$ cat src/sv/mma_pkg.sv
// mma_pkg: shared byte type, status code constants and message length tables
// for the midi message assembler; no dependencies
`timescale 1ns / 1ps

package mma_pkg;

  typedef logic [7:0] byte_t;
  typedef logic [1:0] msg_len_t;

  // status byte classes and special codes
  localparam byte_t RT_FIRST     = 8'hF8;
  localparam byte_t ACTIVE_SENSE = 8'hFE;
  localparam byte_t SYS_FIRST    = 8'hF0;
  localparam byte_t SX_START     = 8'hF0;
  localparam byte_t SX_END       = 8'hF7;
  localparam byte_t STATUS_FIRST = 8'h80;

  // full length of a channel voice message, indexed by status bits 6:4
  function automatic msg_len_t chan_msg_len(input logic [2:0] sel);
    msg_len_t len;
    case (sel)
      3'd4, 3'd5: len = 2'd2;
      default:    len = 2'd3;
    endcase
    return len;
  endfunction

  // full length of a system common message, indexed by status bits 2:0
  function automatic msg_len_t sys_msg_len(input logic [2:0] sel);
    msg_len_t len;
    case (sel)
      3'd1, 3'd3: len = 2'd2;
      3'd2:       len = 2'd3;
      3'd6, 3'd7: len = 2'd1;
      default:    len = 2'd0;
    endcase
    return len;
  endfunction

endpackage

$ cat src/sv/mma_cmd_fifo.sv
// mma_cmd_fifo: two-entry command queue between the parser front and the
// emitter back; no dependencies
`timescale 1ns / 1ps

module mma_cmd_fifo #(
  parameter int W = 14
) (
  input  logic         clk,
  input  logic         rst_n,
  input  logic         push,
  input  logic [W-1:0] din,
  output logic         full,
  input  logic         pop,
  output logic [W-1:0] dout,
  output logic         empty
);

  logic [W-1:0] slot_r [2];
  logic         wr_r;
  logic         rd_r;
  logic [1:0]   cnt_r;

  assign full  = (cnt_r == 2'd2);
  assign empty = (cnt_r == 2'd0);
  assign dout  = slot_r[rd_r];

  // entry storage
  always_ff @(posedge clk) begin
    if (push) begin
      slot_r[wr_r] <= din;
    end
  end

  // pointers and occupancy
  always_ff @(posedge clk) begin
    if (!rst_n) begin
      wr_r  <= 1'b0;
      rd_r  <= 1'b0;
      cnt_r <= 2'd0;
    end else begin
      if (push) begin
        wr_r <= ~wr_r;
      end
      if (pop) begin
        rd_r <= ~rd_r;
      end
      case ({push, pop})
        2'b10:   cnt_r <= cnt_r + 2'd1;
        2'b01:   cnt_r <= cnt_r - 2'd1;
        default: cnt_r <= cnt_r;
      endcase
    end
  end

endmodule

$ cat src/sv/mma_front.sv
// mma_front: accepts raw midi bytes, tracks running status and fill count,
// writes message bytes and queues emit commands; depends on mma_pkg
`timescale 1ns / 1ps

module mma_front
  import mma_pkg::*;
#(
  parameter int MSG_MAX = 16
) (
  input  logic                                clk,
  input  logic                                rst_n,
  input  logic                                in_valid,
  output logic                                in_ready,
  input  byte_t                               in_byte,
  output logic                                cmd_push,
  output logic [1+8+$clog2(MSG_MAX+1)-1:0]    cmd_data,
  input  logic                                cmd_full,
  output logic                                mem_we,
  output logic [$clog2(MSG_MAX):0]            mem_waddr,
  output byte_t                               mem_wdata,
  input  logic                                rel_v,
  input  logic                                rel_bank
);

  localparam int FILL_W = $clog2(MSG_MAX + 1);
  localparam int IDX_W  = $clog2(MSG_MAX);

  typedef struct packed {
    logic              bank;
    byte_t             head;
    logic [FILL_W-1:0] count;
  } cmd_t;

  localparam logic [FILL_W-1:0] ONE    = FILL_W'(1);
  localparam logic [FILL_W-1:0] TWO    = FILL_W'(2);
  localparam logic [FILL_W-1:0] FULL_N = FILL_W'(MSG_MAX);

  byte_t             rs_r, rs_nxt;
  msg_len_t          exp_r, exp_nxt;
  logic [FILL_W-1:0] fill_r, fill_nxt;
  byte_t             head_r, head_nxt;
  logic              bank_r, bank_nxt;
  logic [1:0]        busy_r, busy_nxt;

  logic              accept;
  logic              push;
  cmd_t              cmd;
  logic              we;
  logic [FILL_W-1:0] wpos;
  logic [FILL_W-1:0] put_fill;
  logic [FILL_W-1:0] inc_fill;

  // stall while the queue is full or the write bank is still being emitted
  assign in_ready = !cmd_full && !busy_r[bank_r];
  assign accept   = in_valid && in_ready;
  assign inc_fill = fill_r + ONE;

  // classify the beat and update parser state
  always_comb begin
    rs_nxt    = rs_r;
    exp_nxt   = exp_r;
    fill_nxt  = fill_r;
    head_nxt  = head_r;
    bank_nxt  = bank_r;
    busy_nxt  = busy_r;
    push      = 1'b0;
    cmd.bank  = bank_r;
    cmd.head  = head_r;
    cmd.count = ONE;
    we        = 1'b0;
    wpos      = fill_r;
    put_fill  = inc_fill;

    if (rel_v) begin
      busy_nxt[rel_bank] = 1'b0;
    end

    if (accept) begin
      if (in_byte >= RT_FIRST) begin
        // real-time: pass through, active sensing dropped
        if (in_byte != ACTIVE_SENSE) begin
          push     = 1'b1;
          cmd.head = in_byte;
        end
      end else if (in_byte == SX_END) begin
        // sysex end: flush held bytes plus the end byte
        if (rs_r == SX_START) begin
          if (fill_r == '0) begin
            head_nxt = in_byte;
          end else begin
            we = 1'b1;
          end
          push      = 1'b1;
          cmd.head  = head_nxt;
          cmd.count = inc_fill;
        end
        rs_nxt   = '0;
        fill_nxt = '0;
      end else if (in_byte >= STATUS_FIRST) begin
        // new status starts a message
        if (in_byte >= SYS_FIRST) begin
          exp_nxt = sys_msg_len(in_byte[2:0]);
        end else begin
          exp_nxt = chan_msg_len(in_byte[6:4]);
        end
        head_nxt = in_byte;
        rs_nxt   = in_byte;
        fill_nxt = ONE;
        if (exp_nxt == 2'd1) begin
          push     = 1'b1;
          cmd.head = in_byte;
          rs_nxt   = '0;
          fill_nxt = '0;
        end
      end else if (rs_r != '0) begin
        // data byte, running status re-inserted at message start
        if (fill_r == '0 && rs_r != SX_START) begin
          head_nxt = rs_r;
          we       = 1'b1;
          wpos     = ONE;
          put_fill = TWO;
        end else if (fill_r == '0) begin
          head_nxt = in_byte;
          put_fill = ONE;
        end else begin
          we = 1'b1;
        end
        cmd.head  = head_nxt;
        cmd.count = put_fill;
        if (put_fill == {{(FILL_W-2){1'b0}}, exp_r}) begin
          push = 1'b1;
          if (rs_r >= SYS_FIRST) begin
            rs_nxt = '0;
          end
          fill_nxt = '0;
        end else if (put_fill >= FULL_N) begin
          push     = 1'b1;
          fill_nxt = '0;
        end else begin
          fill_nxt = put_fill;
        end
      end

      // a command that reads the store hands its bank to the back
      if (push && cmd.count > ONE) begin
        busy_nxt[bank_r] = 1'b1;
        bank_nxt         = ~bank_r;
      end
    end
  end

  assign cmd_push  = push;
  assign cmd_data  = cmd;
  assign mem_we    = we;
  assign mem_waddr = {bank_r, wpos[IDX_W-1:0]};
  assign mem_wdata = in_byte;

  // control state
  always_ff @(posedge clk) begin
    if (!rst_n) begin
      rs_r   <= '0;
      exp_r  <= '0;
      fill_r <= '0;
      bank_r <= 1'b0;
      busy_r <= '0;
    end else begin
      rs_r   <= rs_nxt;
      exp_r  <= exp_nxt;
      fill_r <= fill_nxt;
      bank_r <= bank_nxt;
      busy_r <= busy_nxt;
    end
  end

  // first byte of the message being built
  always_ff @(posedge clk) begin
    head_r <= head_nxt;
  end

endmodule

$ cat src/sv/mma_back.sv
// mma_back: holds the two-bank message store and emits queued messages
// beat by beat through an output register; depends on mma_pkg
`timescale 1ns / 1ps

module mma_back
  import mma_pkg::*;
#(
  parameter int MSG_MAX = 16
) (
  input  logic                                clk,
  input  logic                                rst_n,
  input  logic                                cmd_empty,
  output logic                                cmd_pop,
  input  logic [1+8+$clog2(MSG_MAX+1)-1:0]    cmd_data,
  input  logic                                mem_we,
  input  logic [$clog2(MSG_MAX):0]            mem_waddr,
  input  byte_t                               mem_wdata,
  output logic                                rel_v,
  output logic                                rel_bank,
  output logic                                out_valid,
  input  logic                                out_ready,
  output byte_t                               out_byte,
  output logic                                out_last
);

  localparam int FILL_W = $clog2(MSG_MAX + 1);
  localparam int IDX_W  = $clog2(MSG_MAX);
  localparam int DEPTH  = 2 ** (IDX_W + 1);

  typedef struct packed {
    logic              bank;
    byte_t             head;
    logic [FILL_W-1:0] count;
  } cmd_t;

  typedef enum logic [1:0] {
    ST_IDLE,
    ST_FETCH,
    ST_SEND
  } state_t;

  state_t            state_r;
  cmd_t              cur_r;
  logic [FILL_W-1:0] k_r;
  logic [FILL_W-1:0] k_inc;
  logic              is_last;
  byte_t             store_r [DEPTH];
  byte_t             rdata_r;
  logic [IDX_W:0]    raddr;
  logic              out_valid_r;
  byte_t             out_byte_r;
  logic              out_last_r;
  logic              rel_v_r;
  logic              rel_bank_r;

  assign cmd_pop = (state_r == ST_IDLE) && !cmd_empty;
  assign k_inc   = k_r + FILL_W'(1);
  assign is_last = (k_inc == cur_r.count);
  assign raddr   = {cur_r.bank, k_r[IDX_W-1:0]};

  // message store: front writes, back reads with registered data
  always_ff @(posedge clk) begin
    if (mem_we) begin
      store_r[mem_waddr] <= mem_wdata;
    end
    rdata_r <= store_r[raddr];
  end

  // emitter: one beat per fetch and send
  always_ff @(posedge clk) begin
    if (!rst_n) begin
      state_r     <= ST_IDLE;
      k_r         <= '0;
      out_valid_r <= 1'b0;
      rel_v_r     <= 1'b0;
      rel_bank_r  <= 1'b0;
    end else begin
      rel_v_r <= 1'b0;
      if (out_valid_r && out_ready) begin
        out_valid_r <= 1'b0;
      end
      case (state_r)
        ST_IDLE: begin
          if (!cmd_empty) begin
            cur_r   <= cmd_data;
            k_r     <= '0;
            state_r <= ST_FETCH;
          end
        end
        ST_FETCH: begin
          state_r <= ST_SEND;
        end
        ST_SEND: begin
          if (!out_valid_r || out_ready) begin
            out_valid_r <= 1'b1;
            out_byte_r  <= (k_r == '0) ? cur_r.head : rdata_r;
            out_last_r  <= is_last;
            if (is_last) begin
              state_r <= ST_IDLE;
              if (cur_r.count > FILL_W'(1)) begin
                rel_v_r    <= 1'b1;
                rel_bank_r <= cur_r.bank;
              end
            end else begin
              k_r     <= k_inc;
              state_r <= ST_FETCH;
            end
          end
        end
        default: state_r <= ST_IDLE;
      endcase
    end
  end

  assign rel_v     = rel_v_r;
  assign rel_bank  = rel_bank_r;
  assign out_valid = out_valid_r;
  assign out_byte  = out_byte_r;
  assign out_last  = out_last_r;

endmodule

$ cat src/sv/midi_message_assembler.sv
// midi_message_assembler: raw midi bytes in, assembled messages out beat by beat.
// input: one byte per cycle while the command queue has room and the store bank
// being filled is free. output: the emitter takes each queued command, then for
// each beat reads the store (fetch state) and loads the output register (send state),
// which waits on out_ready. reset: synchronous active-low rst_n clears running status,
// fill count, queue and emitter; the message store holds no reset value.
`timescale 1ns / 1ps

module midi_message_assembler
  import mma_pkg::*;
#(
  parameter int MSG_MAX = 16
) (
  input  logic  clk,
  input  logic  rst_n,
  input  logic  in_valid,
  output logic  in_ready,
  input  byte_t in_byte,
  output logic  out_valid,
  input  logic  out_ready,
  output byte_t out_byte,
  output logic  out_last_of_message
);

  localparam int FILL_W = $clog2(MSG_MAX + 1);
  localparam int IDX_W  = $clog2(MSG_MAX);
  localparam int CMD_W  = 1 + 8 + FILL_W;

  logic             fifo_push;
  logic [CMD_W-1:0] fifo_din;
  logic             fifo_full;
  logic             fifo_pop;
  logic [CMD_W-1:0] fifo_dout;
  logic             fifo_empty;
  logic             mem_we;
  logic [IDX_W:0]   mem_waddr;
  byte_t            mem_wdata;
  logic             rel_v;
  logic             rel_bank;

  // parser front
  mma_front #(
    .MSG_MAX (MSG_MAX)
  ) u_front (
    .clk       (clk),
    .rst_n     (rst_n),
    .in_valid  (in_valid),
    .in_ready  (in_ready),
    .in_byte   (in_byte),
    .cmd_push  (fifo_push),
    .cmd_data  (fifo_din),
    .cmd_full  (fifo_full),
    .mem_we    (mem_we),
    .mem_waddr (mem_waddr),
    .mem_wdata (mem_wdata),
    .rel_v     (rel_v),
    .rel_bank  (rel_bank)
  );

  // command queue
  mma_cmd_fifo #(
    .W (CMD_W)
  ) u_fifo (
    .clk   (clk),
    .rst_n (rst_n),
    .push  (fifo_push),
    .din   (fifo_din),
    .full  (fifo_full),
    .pop   (fifo_pop),
    .dout  (fifo_dout),
    .empty (fifo_empty)
  );

  // emitter back
  mma_back #(
    .MSG_MAX (MSG_MAX)
  ) u_back (
    .clk       (clk),
    .rst_n     (rst_n),
    .cmd_empty (fifo_empty),
    .cmd_pop   (fifo_pop),
    .cmd_data  (fifo_dout),
    .mem_we    (mem_we),
    .mem_waddr (mem_waddr),
    .mem_wdata (mem_wdata),
    .rel_v     (rel_v),
    .rel_bank  (rel_bank),
    .out_valid (out_valid),
    .out_ready (out_ready),
    .out_byte  (out_byte),
    .out_last  (out_last_of_message)
  );

  // front never queues a command into a full queue
  a_no_push_full: assert property (@(posedge clk) disable iff (!rst_n)
    fifo_push |-> !fifo_full)
    else $error("command pushed into full queue");

  // the bank being released is never the bank being written
  a_bank_split: assert property (@(posedge clk) disable iff (!rst_n)
    (mem_we && rel_v) |-> (mem_waddr[IDX_W] != rel_bank))
    else $error("store write hit a bank still owned by the emitter");

  // a bank is released once per message, never on back-to-back cycles
  a_rel_pulse: assert property (@(posedge clk) disable iff (!rst_n)
    rel_v |=> !rel_v)
    else $error("bank release repeated");

endmodule

$ cat config.mk
export PLATFORM = sky130hd
export DESIGN_NAME = midi_message_assembler
export DESIGN_NICKNAME = d
export VERILOG_FILES = /design/src/sv/mma_pkg.sv /design/src/sv/mma_cmd_fifo.sv /design/src/sv/mma_front.sv /design/src/sv/mma_back.sv /design/src/sv/midi_message_assembler.sv
export SDC_FILE = /design/constraint.sdc
export NUM_CORES = 1
export LEC_CHECK = 0
export ABC_AREA = 1
export BUFFER_PORTS_ARGS = -buffer_cell sky130_fd_sc_hd__buf_2
export CORE_MARGIN = 3
export CORE_UTILIZATION = 54
export DETAILED_ROUTE_END_ITERATION = 7
export GPL_TIMING_DRIVEN = 0
export PLACE_DENSITY_LB_ADDON = 0.08
export SYNTH_ARGS = -nofsm -noshare
export SYNTH_HDL_FRONTEND = slang
export SYNTH_SLANG_ARGS = --single-unit
$ cat constraint.sdc
create_clock -name clk -period 3.4 [get_ports clk]
set_clock_uncertainty 0.2 [all_clocks]
set_input_delay 0.17 -clock clk [delete_from_list [all_inputs] [get_ports clk]]
set_output_delay 0.17 -clock clk [all_outputs]
set_load 0.05 [all_outputs]
-- Word level (Yosys, flattened, before mapping)
Memory sizes are Yosys's and may differ from the RTL's. A register that Yosys moved wholly into a read port is not among the register bits.
Cells that the tools add are included.
- reduce and logical (&&, ||, !) cells: 37
- muxes and demuxes: 95
- equal/unequal tests: 23
- add/sub/neg operators: 4
- bitwise operators: 9
- order comparisons: 11
- operators by type and width (cell ; number):
    two-way mux 8 bit ; 17
    two-way mux 5 bit ; 18
    two-way mux 13 bit ; 4
    two-way mux 1 bit ; 34
    greater-or-equal comparator 8 bit (second input constant) ; 4
    two-way mux 4 bit ; 6
    two-way mux 2 bit ; 10
    AND reduction 4 bit ; 5
    equality test 8 bit (second input constant) ; 2
    inequality test 8 bit (second input constant) ; 2
    equality test 3 bit (second input constant) ; 4
    case mux 2 bit (3 select lines) ; 2
    adder 5 x 1 -> 5 bit (second input constant) ; 2
    > comparator 5 x 1 -> 1 bit (second input constant) ; 2
    zero test 5 bit ; 2
    case mux 5 bit (2 select lines) ; 1
    AND reduction 3 bit ; 3
    nonzero test 3 bit ; 3
    logical AND 1 bit ; 8
    nonzero test 8 bit ; 1
    equality test 2 x 1 -> 1 bit (second input constant) ; 3
    equality test 2 bit (second input constant) ; 3
    equality test 3 x 2 -> 1 bit (second input constant) ; 2
    inequality test 2 bit (second input constant) ; 3
    22 further kinds ; 38
- bits in writable memories: 284
- bits of input ports: 12
- memories kept: 2
- output and inout port bits: 11
- register bits after elaboration: 49
- word-level logic and storage cells: 197
- memories (name ; depth ; width ; read ports ; clocked after Yosys merged registers in ; write ports ; line ; text):
    u_back.store_r ; 32 ; 8 ; 1 ; 1 ; 1 ; mma_back.sv:47 ; byte_t store_r [DEPTH];
    u_fifo.slot_r ; 2 ; 14 ; 1 ; 1 ; 1 ; mma_cmd_fifo.sv:18 ; logic [W-1:0] slot_r [2];

-- Depth between registers and ports, before layout
- depth in word-level cells: 19
- depth in mapped cells: 18
- depth with buffers taken out: 18

-- By module
From an unflattened synthesis, not the netlist that was laid out.
- cell total of the unflattened synthesis: 1416
- area total of the unflattened synthesis: 15386.0 um2
- modules (own cells, without submodules) (module ; cells an instance ; area an instance (um2) ; instances ; seq. area each (um2)):
    mma_back ; 964 ; 11846.4 ; 1 ; 8738.4
    mma_front ; 374 ; 2303.5 ; 1 ; 600.6
    mma_cmd_fifo ; 78 ; 1236.2 ; 1 ; 940.9

-- Least setup slack after synthesis
No wires, ideal clock.
- path kind: register -> register
- start point: reg u_front.fill_r[0]
- end point: mem u_fifo.slot_r[1][0] (enable)
- clock period less this slack: 2.807 ns
- buffers on the path: 0
- slack: 0.593 ns
- cell stages (with the launch flop): 15
- arrival: 2.222 ns
- required time: 2.816 ns
- library setup time: 0.384 ns
- cells stage by stage: dfxtp_1 > inv_1 > ha_1 > nand2_1 > nor2_4 > nand3_4 > nand2_1 > nand2_1 > nand2_1 > nand3_1 > nand2_1 > nand2_1 > nand2_2 > nand2_1 > nor2_1
- word-level cells in the longest chain between the ends: 19
- elaborated cells on any way between the ends: 22
- those cells by class: 1 x add/sub; 1 x order compare; 1 x eq/ne; 17 x mux; 2 x reduce/logical
- ends and longest elaborated chain (element ; line ; text):
    from (decl) ; mma_front.sv:40 ; logic [FILL_W-1:0] fill_r, fill_nxt;
    from (signal assigned) ; mma_front.sv:169 ; fill_r <= fill_nxt;
    adder 5 x 1 -> 5 bit / zero test 5 bit (equally long branches) ; mma_front.sv:56, mma_front.sv:117, mma_front.sv:122 ;
    two-way mux 5 bit / logical AND 1 bit (equally long branches) ; mma_front.sv:122, mma_front.sv:117 ;
    two-way mux 5 bit * ; mma_front.sv:117 ; if (fill_r == '0 && rs_r != SX_START) begin
    two-way mux 5 bit * ; mma_front.sv:115 ; end else if (rs_r != '0) begin
    two-way mux 5 bit * ; mma_front.sv:99 ; end else if (in_byte >= STATUS_FIRST) begin
    two-way mux 5 bit * ; mma_front.sv:85 ; end else if (in_byte == SX_END) begin
    two-way mux 5 bit * ; mma_front.sv:79 ; if (in_byte >= RT_FIRST) begin
    two-way mux 5 bit * ; mma_front.sv:78 ; if (accept) begin
    (+2 left out) ; - ;
    two-way mux 1 bit * ; mma_front.sv:130 ; if (put_fill == {{(FILL_W-2){1'b0}}, exp_r}) begin
    two-way mux 1 bit * ; mma_front.sv:115 ;
    two-way mux 1 bit * ; mma_front.sv:99 ;
    two-way mux 1 bit * ; mma_front.sv:85 ;
    two-way mux 1 bit * ; mma_front.sv:79 ;
    two-way mux 1 bit * (2 in a row) ; mma_front.sv:78 ;
    two-way mux 1 bit * ; mma_cmd_fifo.sv:29 ; if (push) begin
    two-way mux 1 bit (implied by the code) * ; mma_cmd_fifo.sv:30 ; slot_r[wr_r] <= din;
    to (decl) ; mma_cmd_fifo.sv:18 ;
Every way passes the cells marked *; elsewhere a longest branch is shown, timed or not. The select of a mux whose other input is x is not followed.

-- Worst setup path in the final report
- start point: reg u_front.fill_r[0]
- end point: mem u_back.store_r[13][6] (netlist bit) (enable)
- word-level cells in the longest chain between the ends: 10
- elaborated cells on any way between the ends: 18
- those cells by class: 16 x mux; 2 x reduce/logical
- ends and longest elaborated chain (element ; line ; text):
    zero test 5 bit ; mma_front.sv:88, mma_front.sv:117, mma_front.sv:122 ;
    two-way mux 1 bit / logical AND 1 bit (equally long branches) ; mma_front.sv:88, mma_front.sv:122, mma_front.sv:117 ;
    two-way mux 1 bit ; mma_front.sv:117 ;
    two-way mux 1 bit ; mma_front.sv:115 ;
    two-way mux 1 bit ; mma_front.sv:99 ;
    two-way mux 1 bit ; mma_front.sv:85 ;
    two-way mux 1 bit ; mma_front.sv:79 ;
    two-way mux 1 bit ; mma_front.sv:78 ;
    two-way mux 1 bit ; mma_back.sv:63 ; if (mem_we) begin
    two-way mux 1 bit (implied by the code) ; mma_back.sv:64 ; store_r[mem_waddr] <= mem_wdata;
    to (decl) ; mma_back.sv:47 ;
Several ways; a longest one is shown, not always the timed one.

==> impl_metrics.csv <==
group,metric,value,unit
drt,viasPerCell,6.20,
sta,whs,0.0621,ns
die,pin_count,23,
cts,cts_buffer_depth,3,
drt,wire_per_inst,25.4,um
sta,rsz0062_at_grt,"yes",
die,dieHeight,173,um
cts,insertion_delay,0.54,ns
drt,drc,0,
die,start_util,55.2,%
die,coreArea,27200,um2
power_and_ir_drop,power.density,793,nW/um2
sta,max-slew-margin-rel,17.7,%
drt,maxUsedRoutingLayer,"met4",
worst_setup_path,critPathMaxFanout,8,
logic_synthesis,yosysSeqAreaShare,68.3,%
grt,grt-ovfl-total,0,
grt,grt_pass1_wl,65500,um
power_and_ir_drop,peakVddDrop,429,uV
logic_synthesis,yosysUniqueCellTypes,48,
finish,drive_gt1_share,12.4,%
drt,wl_met1,19300,um
job,maxCapViolCount,0,
drt,via_count,10900,
sta,fin_crit_sh,100,%
finish,final_common_cell,"edfxtp_1",
cts,cts_made_buffers,38,
power_and_ir_drop,fin_total_pwr,13.5,mW
logic_synthesis,synth.cell_area,15000,um2
finish,antennaDiodeCount,0,
worst_setup_path,cp.arrival,3.35,ns
logic_synthesis,synthCells,1294,
finish,final_cell_mix,"edfxtp_1, nor2_1, o21ai_0, nand2_1, inv_1",
finish,finalNetCount,1376,
grt,first_global_vias,9964,
sta,setup_viol,4,
drt,dr_wl_met3,5540,um
status,violations,"negative setup slack",
drt,ant_nets,0,
sta,fmax,294,MHz
worst_setup_path,cp-start-kind,"flip-flop",
logic_synthesis,postSynthRegisterBits,355,
drt,routed_wl,44700,um
sta,setup_ws,-0.00548,ns
grt,antenna_found_initial,1,
cts,cts_tree,"yes",
worst_setup_path,cp.required,3.35,ns
sta,min_period,3.41,ns
logic_synthesis,postSynthNetCount,1311,
grt,grt.total_usage,29.4,%
cts,clockRootBuffer,"clkbuf_16",
place,dp_hpwl,29100,um
worst_setup_path,crit_type,"reg -> reg",
die,die_w,173,um
die,row_count,60,
finish,syn_to_final_growth,13.1,%
power_and_ir_drop,p_leak,5.81,nW
cts,clock-sinks,355,
cts,htree_levels,2,
drt,route.met2.wl,18900,um
logic_synthesis,synth.avg_cell_area,11.6,um2
sta,worstMarginPinSlew,1.23,ns
drt,drtIter0Drc,1583,
sta,maxSlewViolCount,0,
sta,hold_violations,0,
place,portBuffers,22,
drt,dr.pass1.iters,5,
grt,grt_max_degree,40,
logic_synthesis,ys_warn_count,0,
die,die_area,29800,um2
min_path,hold_class,"in -> reg",
worst_setup_path,worstSetupEndpointType,"flip-flop",
cts,postCtsSetupRepairBufs,0,
status,outcome,"finished, violations left",
place,place_congestion,0.981,
cts,cts.clk_slew.worst_paths,0.06,ns
-- what timing repair did --
action,4_1_cts,5_1_grt
pin swaps,0,0
endpoints found under the hold margin,9,0
setup endpoints to repair,58,242
hold buffers,3,0
resized for setup,8,31
-- power by group --
part | switching (mW) | total (mW) | internal (mW)
Combinational | 2.99 | 4.02 | 1.03
Clock | 1.73 | 4.23 | 2.50
Sequential | 0.110 | 5.21 | 5.10
-- worst paths after layout --
check / startpoint / endpoint / slack [ns] / cells after the start
setup / recovery: u_front.fill_r[0] / u_back.store_r[13][6] / -0.005 / 9
hold / removal: in_byte[3] / u_back.store_r[6][3] / 0.06 / 1
setup reg to reg: u_front.fill_r[0] / u_back.store_r[13][6] / -0.005 / 9
hold reg to reg: u_fifo.wr_r / u_fifo.wr_r / 0.27 / 2
-- per-stage QoR --
step,setup TNS [ns],utilization [%],setup WS [ns],area (um2),std cells
2_1_floorplan,0,-,0.593,15000,1294
3_3_place_gp,-95.52,57.4,-0.520,15600,1688
5_1_grt,-5.28,62.5,-0.158,17000,1761
3_5_place_dp,-108.58,57.4,-0.498,15600,1688
6_report,-0.0120,62.5,-0.00548,17000,1761
4_1_cts,0,62.2,0.00127,16900,1761
-- layout make-up --
type | count | area (um2)
Multi-Input combinational cell | 793 | 4270
Sequential cell | 355 | 10300
Inverter | 77 | 289
Fill cell | 2200 | 10200
Clock inverter | 24 | 269
Tap cell | 372 | 465
Buffer | 69 | 280
Timing Repair Buffer | 25 | 140
Clock buffer | 46 | 1000
-- synthesized netlist by cell type (all sizes together) --
library cell	number	area, um2
o221ai	24	210
ha	5	62.6
o211ai	6	45.0
nor4	4	25.0
clkinv	3	11.3
inv	74	278
edfxtp	315	9460
dfxtp	40	801
xnor2	2	17.5
o21ai	176	885
a21boi	2	15.0
o211a	2	20.0
a21oi	57	285
a2111oi	1	27.5
mux2i	1	10.0
clkbuf	57	214
and3	2	17.5
o22ai	45	282
a22oi	1	7.51
xor2	7	61.3
nand2	125	522
a32oi	2	17.5
mux2	22	248
nand3	40	218
a31o	1	8.76
a21o	1	7.51
nand4	13	81.3
nand3b	1	7.51
nor3	3	15.0
buf	12	60.1
a211oi	2	15.0
nor2	225	907
a31oi	8	50.1
o21a	6	45.0
a221oi	9	78.8
-- flip-flops by register name (all words and copies together), names as in the netlist --
signal	count
u_back.store_r	256
u_fifo.slot_r	28
u_back.cur_r	14
u_back.out_byte	8
u_back.rdata_r	8
u_front.head_r	8
u_front.rs_r	8
u_back.k_r	5
u_front.fill_r	5
u_back.state_r	2
u_fifo.cnt_r	2
u_front.busy_r	2
u_front.exp_r	2
u_back.out_last	1
u_back.out_valid	1
u_back.rel_bank	1
u_back.rel_v	1
u_fifo.rd_r	1
u_fifo.wr_r	1
u_front.bank_r	1
-- logic make-up (layout without fill, tap and decap cells) --
logic type | count (synthesis) | count (layout) | share of synthesized area (%)
AND/OR/NAND/NOR | 413 | 413 | 11.9
flip-flops | 355 | 355 | 68.3
AO/OA/AOI/OAI | 343 | 343 | 13.3
buffers and inverters | 146 | 241 | 3.75
multiplexers | 23 | 23 | 1.72
XOR/XNOR | 9 | 9 | 0.525
adder cells (fa/ha/maj) | 5 | 5 | 0.417
-- layer usage --
metal | global-route usage (%) | up-vias
met3 | 8.01 | 83
met2 | 42.0 | 673
met5 | 0 | -
li1 | - | 4843
met4 | 7.36 | 0
met1 | 45.2 | 5311
-- critical path, cell delays in order (launching register included) --
cell       delay [ns]
dfxtp_1          0.42
inv_1            0.14
ha_1             0.23
nand2_1          0.11
nor2_4           0.07
nand3_4          0.12
inv_2            0.09
a2111oi_4        0.65
nand2_4          0.28
nor2_1           0.71
No activity file was read; power rests on OpenSTA's default activity.
